[config.mk]
export PLATFORM = sky130hd
export DESIGN_NAME = first_fit_heap_allocator_core
export DESIGN_NICKNAME = d
export VERILOG_FILES = /design/src/fha_pkg.sv /design/src/first_fit_heap_allocator_core.sv
export SDC_FILE = /design/constraint.sdc
export NUM_CORES = 2
export LEC_CHECK = 0
export BUFFER_PORTS_ARGS = -buffer_cell sky130_fd_sc_hd__buf_2
export CAP_MARGIN = 20
export CORE_MARGIN = 3
export CORE_UTILIZATION = 65
export CTS_BUF_LIST = sky130_fd_sc_hd__clkbuf_8
export CTS_CLUSTER_DIAMETER = 80
export DETAILED_ROUTE_END_ITERATION = 12
export PLACE_DENSITY = 0.87
export SYNTH_ARGS = -nofsm -noshare
export SYNTH_HDL_FRONTEND = slang
export SYNTH_SLANG_ARGS = --single-unit
[constraint.sdc]
create_clock -name clk -period 10.75 [get_ports clk]
set_clock_uncertainty 0.1 [all_clocks]
set_input_delay 1.6125 -clock clk [delete_from_list [all_inputs] [get_ports clk]]
set_output_delay 1.6125 -clock clk [all_outputs]
set_load 0.02 [all_outputs]
[src/fha_pkg.sv]
// ---------------------------------------------------------------------------
// fha_pkg
// Types, codes and helpers for the first-fit heap allocator.
// ---------------------------------------------------------------------------
package fha_pkg;

    localparam int MAX_BLOCKS = 64;
    localparam int ADDR_BITS  = 20;
    localparam int IDX_W      = $clog2(MAX_BLOCKS);
    localparam int CNT_W      = $clog2(MAX_BLOCKS + 1);
    localparam int LIM_W      = ADDR_BITS + 1;
    localparam int HDR_W      = 7;
    localparam int SUM_W      = ADDR_BITS + 2;

    localparam logic [LIM_W-1:0] LIMIT_RESET  = LIM_W'(65536);
    localparam logic [HDR_W-1:0] HEADER_RESET = HDR_W'(24);

    typedef enum logic [2:0] {
        ST_OK        = 3'd0,
        ST_ZERO      = 3'd1,
        ST_EXHAUSTED = 3'd2,
        ST_FULL      = 3'd3,
        ST_NULL      = 3'd4,
        ST_UNKNOWN   = 3'd5
    } status_t;

    typedef enum logic {
        CMD_ALLOC = 1'b0,
        CMD_FREE  = 1'b1
    } cmd_t;

    typedef enum logic [2:0] {
        S_IDLE,
        S_SCAN,
        S_NEXT_RD,
        S_MERGE,
        S_SHIFT,
        S_DONE
    } state_t;

    typedef struct packed {
        logic [ADDR_BITS-1:0] start;
        logic [ADDR_BITS-1:0] size;
        logic                 free;
    } entry_t;

    function automatic logic [ADDR_BITS-1:0] sat_size(input logic [SUM_W-1:0] v);
        logic [SUM_W-1:0] lim;
        lim = {{(SUM_W-ADDR_BITS){1'b0}}, {ADDR_BITS{1'b1}}};
        return (v > lim) ? {ADDR_BITS{1'b1}} : v[ADDR_BITS-1:0];
    endfunction

endpackage

[src/first_fit_heap_allocator_core.sv]
// ---------------------------------------------------------------------------
// first_fit_heap_allocator_core
// First-fit heap allocator with coalescing; block table held in one RAM.
// ---------------------------------------------------------------------------
//  channel   | direction | transaction
//  s_axis    | in        | command (tuser), request_size / payload_address
//  m_axis    | out       | result_address, status; one per command
//  apb       | in/out    | heap_limit @0x0, header_bytes @0x4
//
//  Flow: zero-size / null commands go straight to the answer after acceptance;
//  a scan reads one entry per cycle through the registered-read RAM; a matched
//  free then reads the following entry and writes the freed or merged entry, and
//  coalescing moves each later entry down. After each answer the core returns
//  to idle before the next acceptance. Reset clears entry count and break.
//  s_tready is high only in idle; a held result stalls the next completion.
module first_fit_heap_allocator_core (
    input  logic        clk,
    input  logic        rst_n,
    input  logic        s_tvalid,
    output logic        s_tready,
    input  logic [39:0] s_tdata,   // request_size [19:0], payload_address [39:20]
    input  logic        s_tuser,   // command
    output logic        m_tvalid,
    input  logic        m_tready,
    output logic [23:0] m_tdata,   // result_address [19:0], status [22:20], zero pad
    input  logic        psel,
    input  logic        penable,
    input  logic        pwrite,
    input  logic [2:0]  paddr,
    input  logic [31:0] pwdata,
    output logic [31:0] prdata,
    output logic        pready
);
    import fha_pkg::*;

    entry_t mem [MAX_BLOCKS];

    state_t               state_reg, state_next;
    logic [LIM_W-1:0]     limit_reg;
    logic [HDR_W-1:0]     hdr_reg;
    logic [CNT_W-1:0]     count_reg, count_next;
    logic [LIM_W-1:0]     brk_reg, brk_next;
    logic                 cmd_reg;
    logic [ADDR_BITS-1:0] size_reg, paddr_reg;
    logic [CNT_W-1:0]     issue_reg, issue_next;
    logic                 pend_reg, pend_next;
    logic [IDX_W-1:0]     pidx_reg, pidx_next;
    entry_t               prev_reg, prev_next;
    entry_t               cur_reg, cur_next;
    logic [IDX_W-1:0]     hit_reg, hit_next;
    logic                 nval_reg, nval_next;
    logic [1:0]           rm_reg, rm_next;
    logic [ADDR_BITS-1:0] res_addr_reg, res_addr_next;
    status_t              res_st_reg, res_st_next;
    logic                 out_v_reg;
    logic [ADDR_BITS-1:0] out_addr_reg;
    status_t              out_st_reg;

    logic                 rd_en;
    logic [IDX_W-1:0]     rd_addr;
    entry_t               rdata;
    logic                 wr_en;
    logic [IDX_W-1:0]     wr_addr;
    entry_t               wr_data;

    logic                 in_acc, hit, scan_end, out_free;
    logic [LIM_W-1:0]     hdr_ext;
    logic [SUM_W-1:0]     app_end;
    logic [SUM_W-1:0]     s_prev, s_next, s_both;
    logic                 pfree, nfree;

    assign hdr_ext  = {{(LIM_W-HDR_W){1'b0}}, hdr_reg};
    assign in_acc   = s_tvalid && s_tready;
    assign out_free = !out_v_reg || m_tready;

    // RAM
    always_ff @(posedge clk)
    begin
        if (wr_en)
        begin
            mem[wr_addr] <= wr_data;
        end
        if (rd_en)
        begin
            rdata <= mem[rd_addr];
        end
    end

    // scan compare on the entry read last cycle; append end and merge sizes
    always_comb
    begin
        if (cmd_reg == CMD_ALLOC)
        begin
            hit = pend_reg && rdata.free && (rdata.size >= size_reg);
        end
        else
        begin
            hit = pend_reg && (({1'b0, rdata.start} + hdr_ext) == {1'b0, paddr_reg});
        end
        scan_end = !pend_reg && (issue_reg >= count_reg);
        app_end  = {1'b0, brk_reg} + SUM_W'(hdr_reg) + SUM_W'(size_reg);
        pfree    = (hit_reg != '0) && prev_reg.free;
        nfree    = nval_reg && rdata.free;
        s_prev   = SUM_W'(prev_reg.size) + SUM_W'(hdr_reg) + SUM_W'(cur_reg.size);
        s_next   = SUM_W'(cur_reg.size) + SUM_W'(hdr_reg) + SUM_W'(rdata.size);
        s_both   = SUM_W'(sat_size(s_prev)) + SUM_W'(hdr_reg) + SUM_W'(rdata.size);
    end

    // next state
    always_comb
    begin
        state_next = state_reg;
        case (state_reg)
            S_IDLE:
            begin
                if (in_acc)
                begin
                    if ((s_tuser == CMD_ALLOC && s_tdata[19:0] == '0) ||
                        (s_tuser == CMD_FREE && s_tdata[39:20] == '0))
                    begin
                        state_next = S_DONE;
                    end
                    else
                    begin
                        state_next = S_SCAN;
                    end
                end
            end
            S_SCAN:
            begin
                if (hit)
                begin
                    state_next = (cmd_reg == CMD_ALLOC) ? S_DONE : S_NEXT_RD;
                end
                else if (scan_end)
                begin
                    state_next = S_DONE;
                end
            end
            S_NEXT_RD:
            begin
                state_next = S_MERGE;
            end
            S_MERGE:
            begin
                state_next = (pfree || nfree) ? S_SHIFT : S_DONE;
            end
            S_SHIFT:
            begin
                if (!pend_reg && issue_reg >= count_reg)
                begin
                    state_next = S_DONE;
                end
            end
            S_DONE:
            begin
                if (out_free)
                begin
                    state_next = S_IDLE;
                end
            end
            default:
            begin
                state_next = S_IDLE;
            end
        endcase
    end

    // datapath and RAM control
    always_comb
    begin
        s_tready      = (state_reg == S_IDLE);
        count_next    = count_reg;
        brk_next      = brk_reg;
        issue_next    = issue_reg;
        pend_next     = pend_reg;
        pidx_next     = pidx_reg;
        prev_next     = prev_reg;
        cur_next      = cur_reg;
        hit_next      = hit_reg;
        nval_next     = nval_reg;
        rm_next       = rm_reg;
        res_addr_next = res_addr_reg;
        res_st_next   = res_st_reg;
        rd_en         = 1'b0;
        rd_addr       = issue_reg[IDX_W-1:0];
        wr_en         = 1'b0;
        wr_addr       = pidx_reg;
        wr_data       = rdata;
        case (state_reg)
            S_IDLE:
            begin
                issue_next    = '0;
                pend_next     = 1'b0;
                res_addr_next = '0;
                res_st_next   = ST_OK;
                if (s_tuser == CMD_ALLOC && s_tdata[19:0] == '0)
                begin
                    res_st_next = ST_ZERO;
                end
                else if (s_tuser == CMD_FREE && s_tdata[39:20] == '0)
                begin
                    res_st_next = ST_NULL;
                end
            end
            S_SCAN:
            begin
                if (hit)
                begin
                    if (cmd_reg == CMD_ALLOC)
                    begin
                        wr_en         = 1'b1;
                        wr_addr       = pidx_reg;
                        wr_data       = rdata;
                        wr_data.free  = 1'b0;
                        res_addr_next = rdata.start + ADDR_BITS'(hdr_reg);
                    end
                    else
                    begin
                        hit_next = pidx_reg;
                        cur_next = rdata;
                    end
                end
                else if (scan_end)
                begin
                    if (cmd_reg == CMD_FREE)
                    begin
                        res_st_next = ST_UNKNOWN;
                    end
                    else if (app_end > SUM_W'(limit_reg) ||
                             app_end > SUM_W'(1 << ADDR_BITS))
                    begin
                        res_st_next = ST_EXHAUSTED;
                    end
                    else if (count_reg == CNT_W'(MAX_BLOCKS))
                    begin
                        res_st_next = ST_FULL;
                    end
                    else
                    begin
                        wr_en         = 1'b1;
                        wr_addr       = count_reg[IDX_W-1:0];
                        wr_data.start = brk_reg[ADDR_BITS-1:0];
                        wr_data.size  = size_reg;
                        wr_data.free  = 1'b0;
                        count_next    = count_reg + CNT_W'(1);
                        brk_next      = app_end[LIM_W-1:0];
                        res_addr_next = brk_reg[ADDR_BITS-1:0] + ADDR_BITS'(hdr_reg);
                    end
                end
                else
                begin
                    if (pend_reg)
                    begin
                        prev_next = rdata;
                    end
                    if (issue_reg < count_reg)
                    begin
                        rd_en      = 1'b1;
                        rd_addr    = issue_reg[IDX_W-1:0];
                        pidx_next  = issue_reg[IDX_W-1:0];
                        issue_next = issue_reg + CNT_W'(1);
                        pend_next  = 1'b1;
                    end
                    else
                    begin
                        pend_next = 1'b0;
                    end
                end
            end
            S_NEXT_RD:
            begin
                nval_next = (CNT_W'(hit_reg) + CNT_W'(1)) < count_reg;
                rd_en     = 1'b1;
                rd_addr   = hit_reg + IDX_W'(1);
            end
            S_MERGE:
            begin
                wr_en     = 1'b1;
                pend_next = 1'b0;
                if (pfree && nfree)
                begin
                    wr_addr      = hit_reg - IDX_W'(1);
                    wr_data      = prev_reg;
                    wr_data.size = sat_size(s_both);
                    rm_next      = 2'd2;
                    issue_next   = CNT_W'(hit_reg) + CNT_W'(2);
                end
                else if (pfree)
                begin
                    wr_addr      = hit_reg - IDX_W'(1);
                    wr_data      = prev_reg;
                    wr_data.size = sat_size(s_prev);
                    rm_next      = 2'd1;
                    issue_next   = CNT_W'(hit_reg) + CNT_W'(1);
                end
                else if (nfree)
                begin
                    wr_addr      = hit_reg;
                    wr_data      = cur_reg;
                    wr_data.size = sat_size(s_next);
                    wr_data.free = 1'b1;
                    rm_next      = 2'd1;
                    issue_next   = CNT_W'(hit_reg) + CNT_W'(2);
                end
                else
                begin
                    wr_addr      = hit_reg;
                    wr_data      = cur_reg;
                    wr_data.free = 1'b1;
                end
            end
            S_SHIFT:
            begin
                // read entry k, write it to k - rm in the cycle after
                if (pend_reg)
                begin
                    wr_en   = 1'b1;
                    wr_addr = pidx_reg - IDX_W'(rm_reg);
                    wr_data = rdata;
                end
                if (issue_reg < count_reg)
                begin
                    rd_en      = 1'b1;
                    rd_addr    = issue_reg[IDX_W-1:0];
                    pidx_next  = issue_reg[IDX_W-1:0];
                    issue_next = issue_reg + CNT_W'(1);
                    pend_next  = 1'b1;
                end
                else
                begin
                    pend_next = 1'b0;
                    if (!pend_reg)
                    begin
                        count_next = count_reg - CNT_W'(rm_reg);
                    end
                end
            end
            S_DONE:
            begin
            end
            default:
            begin
            end
        endcase
        if (res_st_next != ST_OK)
        begin
            res_addr_next = '0;
        end
    end

    always_ff @(posedge clk or negedge rst_n)
    begin
        if (!rst_n)
        begin
            state_reg <= S_IDLE;
            count_reg <= '0;
            brk_reg   <= '0;
            pend_reg  <= 1'b0;
            out_v_reg <= 1'b0;
            limit_reg <= LIMIT_RESET;
            hdr_reg   <= HEADER_RESET;
        end
        else
        begin
            state_reg <= state_next;
            count_reg <= count_next;
            brk_reg   <= brk_next;
            pend_reg  <= pend_next;
            if (state_reg == S_DONE && out_free)
            begin
                out_v_reg <= 1'b1;
            end
            else if (m_tready)
            begin
                out_v_reg <= 1'b0;
            end
            if (psel && penable && pwrite)
            begin
                if (paddr[2])
                begin
                    hdr_reg <= pwdata[HDR_W-1:0];
                end
                else
                begin
                    limit_reg <= pwdata[LIM_W-1:0];
                end
            end
        end
    end

    always_ff @(posedge clk)
    begin
        issue_reg    <= issue_next;
        pidx_reg     <= pidx_next;
        prev_reg     <= prev_next;
        cur_reg      <= cur_next;
        hit_reg      <= hit_next;
        nval_reg     <= nval_next;
        rm_reg       <= rm_next;
        res_addr_reg <= res_addr_next;
        res_st_reg   <= res_st_next;
        if (in_acc)
        begin
            cmd_reg   <= s_tuser;
            size_reg  <= s_tdata[19:0];
            paddr_reg <= s_tdata[39:20];
        end
        if (state_reg == S_DONE && out_free)
        begin
            out_addr_reg <= res_addr_reg;
            out_st_reg   <= res_st_reg;
        end
    end

    assign m_tvalid = out_v_reg;
    assign m_tdata  = {1'b0, out_st_reg, out_addr_reg};
    assign pready   = 1'b1;
    assign prdata   = paddr[2] ? {{(32-HDR_W){1'b0}}, hdr_reg}
                               : {{(32-LIM_W){1'b0}}, limit_reg};

endmodule
==> results_tabular.tex <==
\begin{tabular}{lr}
\hline
Metric & Value \\
\hline
\multicolumn{2}{l}{\textbf{Status}} \\
Status & complete, no violations \\
\multicolumn{2}{l}{\textbf{Die}} \\
I/O pin count & 142 \\
Die Y & 444 µm \\
Number of cell rows & 160 \\
Die Wd & approximately 440 µm \\
Die footprint & slightly below 0.2 mm² \\
Initial Util & 65.5\% \\
Core outline area & 0.190 mm² \\
\multicolumn{2}{l}{\textbf{Yosys}} \\
Total of flip-flops plus latches after synthesis & approximately 2,900 \\
Dominant register cell in the synthesized netlist & sky130\_fd\_sc\_hd\_\_edfxtp\_1 \\
Number of enable-type register cells in the synthesized netlist & 2,832 \\
Synth cell types & 98 \\
Share of flip-flops with an asynchronous set or reset & 2.09\% \\
Sequential fraction of the synthesis area & 69.8\% \\
Post-Synthesis Cell Area & 0.125 mm² \\
Cells after Synth & 9,927 \\
Synthesized area per cell & about 13 µm² \\
Warnings from Yosys & 0 \\
\multicolumn{2}{l}{\textbf{CTS}} \\
Setup fix buffers added after clock tree synthesis & 0 \\
Insertion delay to the later sink of the worst-skew pair & $\sim$1.1 ns \\
Clock-pin transition on the worst setup and hold timing paths & 0.07 ns \\
Post-cts resize count & 0 \\
Clock buffer depth & 4 \\
CTS Hold Buffers Added & 0 \\
H-Tree Depth & 5 \\
Clock root cell & sky130\_fd\_sc\_hd\_\_clkbuf\_8 \\
Sinks on Clock Net & 2,916 \\
Clock buffers created by TritonCTS & between 400 and 500 \\
TritonCTS clock tree & yes \\
\multicolumn{2}{l}{\textbf{Timing}} \\
Maximum clock frequency & between 100 and 150 MHz \\
Worst Slack Setup Final & about 0.96 ns \\
Setup repair after global routing missed its margin & false \\
Fin Setup TNS & 0 ns \\
Total count of hold-check failures in the final report & 0 \\
Fraction of the cycle the final worst path needs & between 90\% and 100\% \\
Transition at the pin with the smallest max-transition slack & about 1.2 ns \\
Endpoints failing setup & 0 \\
Minimum clock period after layout & about 10 ns \\
Final-report max-slew violation count & 0 \\
Worst rel slew slack & 17.2\% \\
\multicolumn{2}{l}{\textbf{Global route}} \\
Leftover overflow at the end of global routing & 0 \\
Total routing resource utilization after global routing & 35.1\% \\
Largest net degree at the start of global routing & 197 \\
Vias in the first global route & 86,100 \\
Number of antenna violations at the first check in global routing & 16 \\
First-pass GRT wire length & between 500,000 and 600,000 µm \\
\multicolumn{2}{l}{\textbf{Final layout}} \\
Area growth syn-to-layout & 9.90\% \\
Finished layout cell area & 0.137 mm² \\
Count of fill cells added during filler insertion & 11,000 \\
Storage cell area & 0.0870 mm² \\
Count of placed standard cells in the final layout, fillers left out & 12,900 \\
Number of flip-flops in the largest register & 2,624 \\
Core occupancy in the finished layout & between 70\% and 80\% \\
\# nets final & 10,400 \\
Multi-input logic area & 0.0355 mm² \\
Fraction of final layout cells with drive strength greater than 1 & 10.5\% \\
\multicolumn{2}{l}{\textbf{Routing}} \\
Number of nets with antenna violations after routing & 0 \\
DR vias/cell & 6.83 \\
Total Routed Length & between 300,000 and 400,000 µm \\
Pre-Repair DR Iteration Count & 8 \\
Drt drc & 0 \\
Vias & $\sim$88,000 \\
Count of routing violations after the opening detailed-route iteration & 14,600 \\
Routed WL per cell & 27.5 µm \\
\multicolumn{2}{l}{\textbf{Worst hold path}} \\
Startpoint of the worst hold path & res\_addr\_reg[4]\$\_SDFFE\_PP0P\_ \\
WHS Path Cells & 0 \\
HP Class & flip-flop to flip-flop \\
\multicolumn{2}{l}{\textbf{Run}} \\
Reported max-cap violation count & 0 \\
\multicolumn{2}{l}{\textbf{Pwr}} \\
Worst VDD drop & 441 µV \\
Power density relative to cell area & 322 mW/mm² \\
Leak Pwr & 48.7 nW \\
\multicolumn{2}{l}{\textbf{Setup path}} \\
Delay of the slowest critical-path stage & $\sim$0.76 ns \\
Type of the worst setup path & flip-flop to flip-flop \\
Startpoint type of the worst setup path & flip-flop \\
Data arrival time of the worst path & 10.44 ns \\
Worst-path fanout max & 43 \\
Required time reported for the critical path endpoint & 11.40 ns \\
R2r worst-path depth & 30 \\
Worst setup startpoint & hdr\_reg[1]\$\_DFFE\_PN0P\_ \\
Reg-to-Reg Start & hdr\_reg[1]\$\_DFFE\_PN0P\_ \\
Master of the slowest instance on the critical path & sky130\_fd\_sc\_hd\_\_o31ai\_2 \\
CP Capture Type & flip-flop \\
\multicolumn{2}{l}{\textbf{Placed design}} \\
DP Wirelength & 203,000 µm \\
Final weighted congestion in routability-driven placement & 0.979 \\
Worst setup slack before clock tree synthesis & 1.06 ns \\
Count of placed standard cells including taps & 12,100 \\
Placement-stage cell area & 0.129 mm² \\
Number of I/O port buffers & between 100 and 150 \\
\hline
\end{tabular}
-- path summary, 6_finish.rpt --
path | endpoint | slack, ns
worst max-delay path | mem[41][5]$_DFFE_PP_ | 0.96
max in group asynchronous | m_tvalid$_DFFE_PN0P_ | 9.29
min in group asynchronous | hdr_reg[2]$_DFFE_PN0P_ | 0.65
worst max register to register | mem[41][5]$_DFFE_PP_ | 0.96
worst min-delay path | out_addr_reg[4]$_DFFE_PP_ | 0.33
worst min register to register | out_addr_reg[4]$_DFFE_PP_ | 0.33
-- metal layers --
layer / global-route usage, % / up-vias / wire length, µm
met2: 54.0 / 7368 / 162000
met4: 20.9 / 12 / 23800
met1: 45.6 / 42200 / 118000
met5: 0 / - / 79
li1: - / 37200 / -
met3: 9.23 / 1404 / 50300
-- report_power, final --
| part | switching (W) | internal [W] | leakage [nW] |
|---|---|---|---|
| logic | 0.0141 | 0.00492 | 17.7 |
| registers | 0.000585 | 0.0160 | 26.4 |
| clock network | 0.00421 | 0.00431 | 4.60 |
| total | 0.0189 | 0.0252 | 48.7 |
-- cells in the mapped netlist (all sizes together) (36+ instances only) --
library cell / number / area, µm²
edfxtp: 2832 / 85000
nand2: 2830 / 10600
nand3: 709 / 3550
clkbuf: 612 / 2300
a311oi: 493 / 4320
and3: 343 / 2150
a21oi: 300 / 1510
ha: 212 / 2650
nor2: 199 / 769
a31oi: 172 / 1080
a211oi: 140 / 1080
inv: 121 / 454
o21ai: 98 / 494
xnor2: 75 / 657
xor2: 61 / 534
dfrtp: 58 / 1450
mux2: 58 / 653
buf: 57 / 292
o22ai: 56 / 350
a21o: 40 / 300
fa: 36 / 721
-- layout make-up --
type                    count  area share (%)
flip-flops and latches   2916            63.5
multi-input cells        6231            25.9
clock buffers             458            4.60
well taps                2511            2.29
repair buffers            338            2.04
clock inverters           318            1.26
inverters                 122           0.334
diodes                      8          0.0146
-- cell families (layout without fill, tap and decap cells) --
group                      Yosys count  count (layout)  synth area share [%]
adders and majority gates          248             248                  2.71
DFF                               2916            2916                  69.8
buffers and inverters              791            1236                  2.44
and+or+nand+nor                   4260            4260                  14.7
xor gates and xnor gates           136             136                 0.955
AOI/OAI and AO/OA                 1493            1493                  8.71
muxes                               81              81                 0.719
other                                2              21               0.00602
-- metrics by stage --
stage                     power, W  hold WS, ns
after global routing        0.0456        0.343
after global placement      0.0341        0.318
after floorplan             0.0278        0.302
after detailed placement    0.0348        0.316
after CTS                   0.0433        0.333
final                       0.0441        0.333
-- worst max-delay path, delay by kind of cell (launching register included) --
kind,cells,cell delay (ns)
buf+inv,5,0.89
fa+ha+maj,5,1.76
compound gates,16,5.62
mux,1,0.28
flops,1,0.32
simple gates,3,0.39
-- cells in the final DEF (no fill, tap or decap), drive strengths merged, types with 18 or more instances in the layout --
master | Yosys | final
nand4 | 26 | 26
nand2b | 27 | 27
edfxtp | 2832 | 2832
a31oi | 172 | 172
xnor2 | 75 | 75
buf | 57 | 332
a211oi | 140 | 140
nor3 | 27 | 27
fa | 36 | 36
nand3 | 709 | 709
a22oi | 22 | 22
dfrtp | 58 | 58
ha | 212 | 212
inv | 121 | 251
o21a | 23 | 23
xor2 | 61 | 61
clkbuf | 612 | 464
mux2 | 58 | 58
and3 | 343 | 343
a21oi | 300 | 300
o211ai | 25 | 25
o21ai | 98 | 98
o22ai | 56 | 56
a311oi | 493 | 493
and2 | 18 | 18
dfxtp | 23 | 23
nor2b | 20 | 20
mux2i | 22 | 22
o221ai | 21 | 21
nand2 | 2830 | 2830
nor2 | 199 | 199
clkinv | 1 | 171
a21o | 40 | 40
Power figures use the tool's default switching activity.
